`config.mk`:
```
export PLATFORM = sky130hd
export DESIGN_NAME = drc_ctrl
export DESIGN_NICKNAME = d
export VERILOG_FILES = /design/src/drc_pkg.sv /design/src/drc_ctrl.sv
export SDC_FILE = /design/constraint.sdc
export NUM_CORES = 1
export LEC_CHECK = 0
export ABC_CLOCK_PERIOD_IN_PS = 1700
export BUFFER_PORTS_ARGS = -buffer_cell sky130_fd_sc_hd__buf_4
export CAP_MARGIN = 15
export CORE_AREA = 4 4 41 43
export CTS_CLUSTER_SIZE = 30
export DETAILED_ROUTE_END_ITERATION = 16
export DIE_AREA = 0 0 45 47
export PLACE_DENSITY_LB_ADDON = 0.1
export REMOVE_ABC_BUFFERS = 1
export SLEW_MARGIN = 20
export SYNTH_ARGS = -nofsm -noshare
export SYNTH_HDL_FRONTEND = slang
export SYNTH_SLANG_ARGS = --single-unit
```
`constraint.sdc`:
```
create_clock -name clk -period 1.7 [get_ports clk]
set_input_delay 0.34 -clock clk [delete_from_list [all_inputs] [get_ports clk]]
set_output_delay 0.34 -clock clk [all_outputs]
set_load 0.02 [all_outputs]
```
`src/drc_pkg.sv`:
```
// Shared types, constants and tables for the grid ray caster.
`timescale 1ns / 1ps

package drc_pkg;

    localparam int IN_W  = 32;
    localparam int OUT_W = 88;

    localparam int DIV_NW = 31;
    localparam int DIV_DW = 33;

    localparam logic [3:0]  CORDIC_LAST = 4'd14;
    localparam logic [9:0]  WALK_LIMIT  = 10'd512;
    localparam logic signed [33:0] CORDIC_GAIN = 34'sd652032874;
    localparam logic signed [14:0] PLANE_Q14   = 15'sd10813;
    localparam logic [31:0] DIST_SAT = 32'hFFFF_FFFF;

    localparam logic [2:0] REG_POS_X    = 3'd0;
    localparam logic [2:0] REG_POS_Y    = 3'd1;
    localparam logic [2:0] REG_ANGLE    = 3'd2;
    localparam logic [2:0] REG_SCR_W    = 3'd3;
    localparam logic [2:0] REG_SCR_H    = 3'd4;
    localparam logic [2:0] REG_GRID_W   = 3'd5;
    localparam logic [2:0] REG_GRID_H   = 3'd6;

    typedef enum logic [4:0] {
        CMD_NONE,
        CMD_WRITE,
        CMD_COR_INIT,
        CMD_COR_STEP,
        CMD_HEAD,
        CMD_PLANE_MUL,
        CMD_PLANE_RND,
        CMD_DIV_CAM,
        CMD_CAM,
        CMD_RAY_MUL,
        CMD_RAY,
        CMD_DIV_DX,
        CMD_DDX,
        CMD_DIV_DY,
        CMD_DDY,
        CMD_SIDE,
        CMD_STEP,
        CMD_CHECK,
        CMD_TEX_MUL,
        CMD_DIV_HH,
        CMD_FINISH
    } cmd_op_t;

    typedef struct packed {
        logic    load;
        cmd_op_t op;
        logic    out_load;
    } drc_cmd_t;

    typedef struct packed {
        logic is_cast;
        logic cor_last;
        logic div_busy;
        logic hit;
        logic out_busy;
    } drc_status_t;

    // arctangent of 2^-i in 1/4096 degree
    function automatic logic signed [21:0] cordic_atan(input logic [3:0] i);
        logic signed [21:0] r;
        case (i)
            4'd0:    r = 22'sd184320;
            4'd1:    r = 22'sd108810;
            4'd2:    r = 22'sd57492;
            4'd3:    r = 22'sd29184;
            4'd4:    r = 22'sd14649;
            4'd5:    r = 22'sd7331;
            4'd6:    r = 22'sd3667;
            4'd7:    r = 22'sd1833;
            4'd8:    r = 22'sd917;
            4'd9:    r = 22'sd458;
            4'd10:   r = 22'sd229;
            4'd11:   r = 22'sd115;
            4'd12:   r = 22'sd57;
            4'd13:   r = 22'sd29;
            4'd14:   r = 22'sd14;
            default: r = 22'sd0;
        endcase
        return r;
    endfunction

endpackage

```
`src/drc_ctrl.sv`:
```
// Sequencer that steps the datapath through one write or cast transaction.
`timescale 1ns / 1ps

module drc_ctrl (
    input  logic                 clk,
    input  logic                 rst_n,
    input  logic                 in_valid,
    output logic                 in_ready,
    input  drc_pkg::drc_status_t st,
    output drc_pkg::drc_cmd_t    cmd
);
    import drc_pkg::*;

    typedef enum logic [4:0] {
        S_IDLE,
        S_DECODE,
        S_WRITE,
        S_COR_INIT,
        S_COR_STEP,
        S_HEAD,
        S_PLANE_MUL,
        S_PLANE_RND,
        S_CAM_DIV,
        S_CAM_WAIT,
        S_RAY_MUL,
        S_RAY,
        S_DX_DIV,
        S_DX_WAIT,
        S_DY_DIV,
        S_DY_WAIT,
        S_SIDE,
        S_STEP,
        S_CHECK,
        S_TEX_MUL,
        S_HH_DIV,
        S_HH_WAIT,
        S_OUT
    } state_t;

    state_t state_reg, state_next;

    always_ff @(posedge clk or negedge rst_n)
    begin
        if (!rst_n)
            state_reg <= S_IDLE;
        else
            state_reg <= state_next;
    end

    always_comb
    begin
        state_next   = state_reg;
        cmd.load     = 1'b0;
        cmd.op       = CMD_NONE;
        cmd.out_load = 1'b0;
        unique case (state_reg)
            S_IDLE:
            begin
                if (in_valid)
                begin
                    cmd.load   = 1'b1;
                    state_next = S_DECODE;
                end
            end
            S_DECODE:    state_next = st.is_cast ? S_COR_INIT : S_WRITE;
            S_WRITE:
            begin
                cmd.op     = CMD_WRITE;
                state_next = S_OUT;
            end
            S_COR_INIT:
            begin
                cmd.op     = CMD_COR_INIT;
                state_next = S_COR_STEP;
            end
            S_COR_STEP:
            begin
                cmd.op = CMD_COR_STEP;
                if (st.cor_last)
                    state_next = S_HEAD;
            end
            S_HEAD:
            begin
                cmd.op     = CMD_HEAD;
                state_next = S_PLANE_MUL;
            end
            S_PLANE_MUL:
            begin
                cmd.op     = CMD_PLANE_MUL;
                state_next = S_PLANE_RND;
            end
            S_PLANE_RND:
            begin
                cmd.op     = CMD_PLANE_RND;
                state_next = S_CAM_DIV;
            end
            S_CAM_DIV:
            begin
                cmd.op     = CMD_DIV_CAM;
                state_next = S_CAM_WAIT;
            end
            S_CAM_WAIT:
            begin
                if (!st.div_busy)
                begin
                    cmd.op     = CMD_CAM;
                    state_next = S_RAY_MUL;
                end
            end
            S_RAY_MUL:
            begin
                cmd.op     = CMD_RAY_MUL;
                state_next = S_RAY;
            end
            S_RAY:
            begin
                cmd.op     = CMD_RAY;
                state_next = S_DX_DIV;
            end
            S_DX_DIV:
            begin
                cmd.op     = CMD_DIV_DX;
                state_next = S_DX_WAIT;
            end
            S_DX_WAIT:
            begin
                if (!st.div_busy)
                begin
                    cmd.op     = CMD_DDX;
                    state_next = S_DY_DIV;
                end
            end
            S_DY_DIV:
            begin
                cmd.op     = CMD_DIV_DY;
                state_next = S_DY_WAIT;
            end
            S_DY_WAIT:
            begin
                if (!st.div_busy)
                begin
                    cmd.op     = CMD_DDY;
                    state_next = S_SIDE;
                end
            end
            S_SIDE:
            begin
                cmd.op     = CMD_SIDE;
                state_next = S_STEP;
            end
            S_STEP:
            begin
                cmd.op     = CMD_STEP;
                state_next = S_CHECK;
            end
            S_CHECK:
            begin
                cmd.op     = CMD_CHECK;
                state_next = st.hit ? S_TEX_MUL : S_STEP;
            end
            S_TEX_MUL:
            begin
                cmd.op     = CMD_TEX_MUL;
                state_next = S_HH_DIV;
            end
            S_HH_DIV:
            begin
                cmd.op     = CMD_DIV_HH;
                state_next = S_HH_WAIT;
            end
            S_HH_WAIT:
            begin
                if (!st.div_busy)
                begin
                    cmd.op     = CMD_FINISH;
                    state_next = S_OUT;
                end
            end
            S_OUT:
            begin
                if (!st.out_busy)
                begin
                    cmd.out_load = 1'b1;
                    state_next   = S_IDLE;
                end
            end
            default:     state_next = S_IDLE;
        endcase
    end

    assign in_ready = state_reg == S_IDLE;

endmodule

```
==> impl_metrics.tcl <==
set metrics [dict create \
    outcome "finished, violations left" \
    violations_in_the_final_reports "setup timing" \
    worst_hold_path_type "input pin to asynchronous set/reset pin" \
    cellPowerDensity_nw_per_um2 2210 \
    vias_in_the_first_global_route 800 \
    antenna_violating_nets_post_route 0 \
    worstSkewPairLatency_ns 0.26 \
    hold_slack_ns 0.415 \
    crit_required_ns 1.36 \
    die_width_um 45 \
    share_of_final_layout_standard_cells_stronger_than_drive_strength_1_pct 56.3 \
    cell_taking_the_most_area_after_synthesis "dfrtp_1" \
    post_layout_nonfiller_instances 143 \
    antenna_cells 0 \
    maxSlewHeadroom_pct 80.4 \
    fin_skew_ns 0.00274 \
    maxSlewViolCount 0 \
    core.rowCount 13 \
    setup_slack_ns -0.0846 \
    synth.cell_area_sq_um 626 \
    wire_length_of_the_first_global_routing_pass_um 3490 \
    leading_cell_types_in_the_layout_fill_and_taps_excluded "buf_4 (39), nand2_1 (7), a21oi_1 (6)" \
    critical_setup_path_kind "register to output pin" \
    dp_worst_setup_slack_ns 0.0855 \
    setup.reg_to_reg.worst_slack_ns -0.03 \
    multi_input_comb_area_sq_um 497 \
    max_capacitance_violation_count 0 \
    critical_path.max_fanout 6 \
    critPathCaptureType "output pin" \
    total_wire_length_after_detailed_routing_um 2500 \
    gp_congestion 0.840 \
    clock_sinks 5 \
    die_area_sq_um 2120 \
    start_util_pct 48.1 \
    power.clock.fraction_pct 6.6 \
    cp_data_arrival_time_ns 1.44 \
    post-place-cells 120 \
    layout.cells.most_common "buf_4" \
    cts_buffer_depth 2 \
    netlist_top_cells_area "dfrtp_1 (20%), a21oi_1 (6.4%), buf_2 (4.8%), nand2_1 (4.2%), nor2_1 (4.2%)" \
    place.port_buffers 15 \
    avgRoutedWirePerCell_um 17.5 \
    min_period_ns 1.78 \
    crit_path_start_kind "register" \
    achievable-frequency_ghz 0.560 \
    clock_root_buffer "clkbuf_4" \
    clk_transition_reported_paths_ns 0.05 \
    fp.coreArea_sq_um 1300 \
    power.static_leakage_nw 0.463 \
    grt_max_degree 14 \
    layout.filler_cells 79 \
    drt_first_pass_iters 4 \
    grt_antenna_before_repair 0 \
    postSynthAreaPerCell_sq_um 7.11 \
    stdcell_area_sq_um 1040 \
    synthCells 88 \
    route.vias.total 887 \
    max-vdd-ir-drop_uv 1220 \
    yosys_register_bits 5 \
    worstMarginPinSlew_ns 0.293 \
    drt_drc_violations_left 0 \
    drt_iter0_markers 60 \
    p_int_mw 1.21 \
    tritoncts "built" \
    share_of_total_power_consumed_by_net_switching_pct 47.6 \
    ys_types 38 \
    share_seq_of_total_power_pct 14.1 \
    timing.final.hold_violations 0 \
    area_share_of_the_largest_cell_type_after_synthesis_pct 20.0 \
    grt-ovfl-total 0 \
    cts_inserted_buffers 3 \
    fin_crit_sh_pct 105 \
    share_comb_of_total_power_pct 79.3 \
    ys_seq_area_share_pct 20.0 \
    design.final.nets 137 \
    syn_warnings 0 \
    cts.htree.levels 1 \
    io-pin-count 16 \
    synthToLayoutAreaGrowth_pct 66.6 \
    dpl-instance-area_sq_um 791 \
    gr-usage-all-layers_pct 23.3 \
    net-switching-power_mw 1.10 \
    final-setup-viol-count 9 \
    rsz0062_at_grt "yes" \
    detailedPlacementHpwl_um 1360 \
    die_height_um 47 \
    avgViaCountPerCell 6.20 \
    sequential_cell_area_sq_um 131 \
    largest_reg_flops 5 \
    utilization_pct 80.1 \
]
## cells in the mapped netlist, drive strengths merged
library cell,number
mux2,1
a2bb2oi,1
o21ai,5
a31o,2
nor4b,1
clkbuf,2
nor4bb,1
buf,8
o31ai,1
o22ai,4
o211ai,2
nand3,2
nor2,8
inv,3
o311a,1
nor2b,4
nand2,7
nor3,5
and4,1
and2b,1
a31oi,2
o21a,2
and2,1
a21oi,8
dfrtp,5
nand2b,3
a221o,1
a221oi,1
o32ai,1
or3b,1
nor4,1
a311oi,1
mux2i,1
## critical path: stages, from the launching register on
cell and delay [ns]:
dfrtp_2 0.44, buf_4 0.16, nor2_4 0.12, nand2_1 0.09
nor2_2 0.12, and2_4 0.15, buf_6 0.11
## layout make-up
type,instances,area share [%]
timing repair buffer,46,34.3
clock buffer,4,2.52
tap,15,1.80
inverter,3,1.08
multi-input combinational,70,47.7
sequential,5,12.6
## kinds of logic after synthesis
family	after synthesis	synth area share [%]
buf+inv	13	10.8
simple gates	36	31.8
compound gates	32	34.0
mux	2	3.40
flops	5	20.0
## power groups by stage
stage	logic, mW	clock network [mW]	registers [mW]
after floorplan	0.687	0	0.383
after global placement	1.25	0	0.337
after detailed placement	1.26	0	0.339
after CTS	1.47	0.147	0.338
after global routing	1.95	0.165	0.335
final	1.83	0.151	0.325
## what timing repair did
action	4_1_cts	5_1_grt
hold endpoints to repair	5	0
setup endpoints to repair	8	9
gates resized for setup	12	14
hold buffers	1	0
pin swaps	4	4
cloned	0	0
setup buffers	10	8
## through the flow
stage,power (mW),TNS [ns]
CTS,1.96,-0.337
finish,2.30,-0.519
global route,2.45,-1.20
floorplan,1.07,-0.157
detailed placement,1.60,0
global placement,1.59,0
## final timing paths
check                        startpoint           end  cells after the start
hold reg to reg            state_reg[1]  state_reg[1]                      2
max in group asynchronous         rst_n  state_reg[1]                      2
hold / removal                    rst_n  state_reg[2]                      2
setup reg to reg           state_reg[3]  state_reg[2]                      7
setup / recovery           state_reg[2]        cmd[6]                      6
min in group clk                  st[2]  state_reg[3]                      3
## routing by layer
metal	share of wire (%)	routed length, um	track usage (%)
met5	0	0	0
met4	3.6	89	15.8
met3	8.1	202	5.75
met2	49	1230	36.7
met1	39	972	27.9
Note: power is estimated with default switching activity, not from simulation.
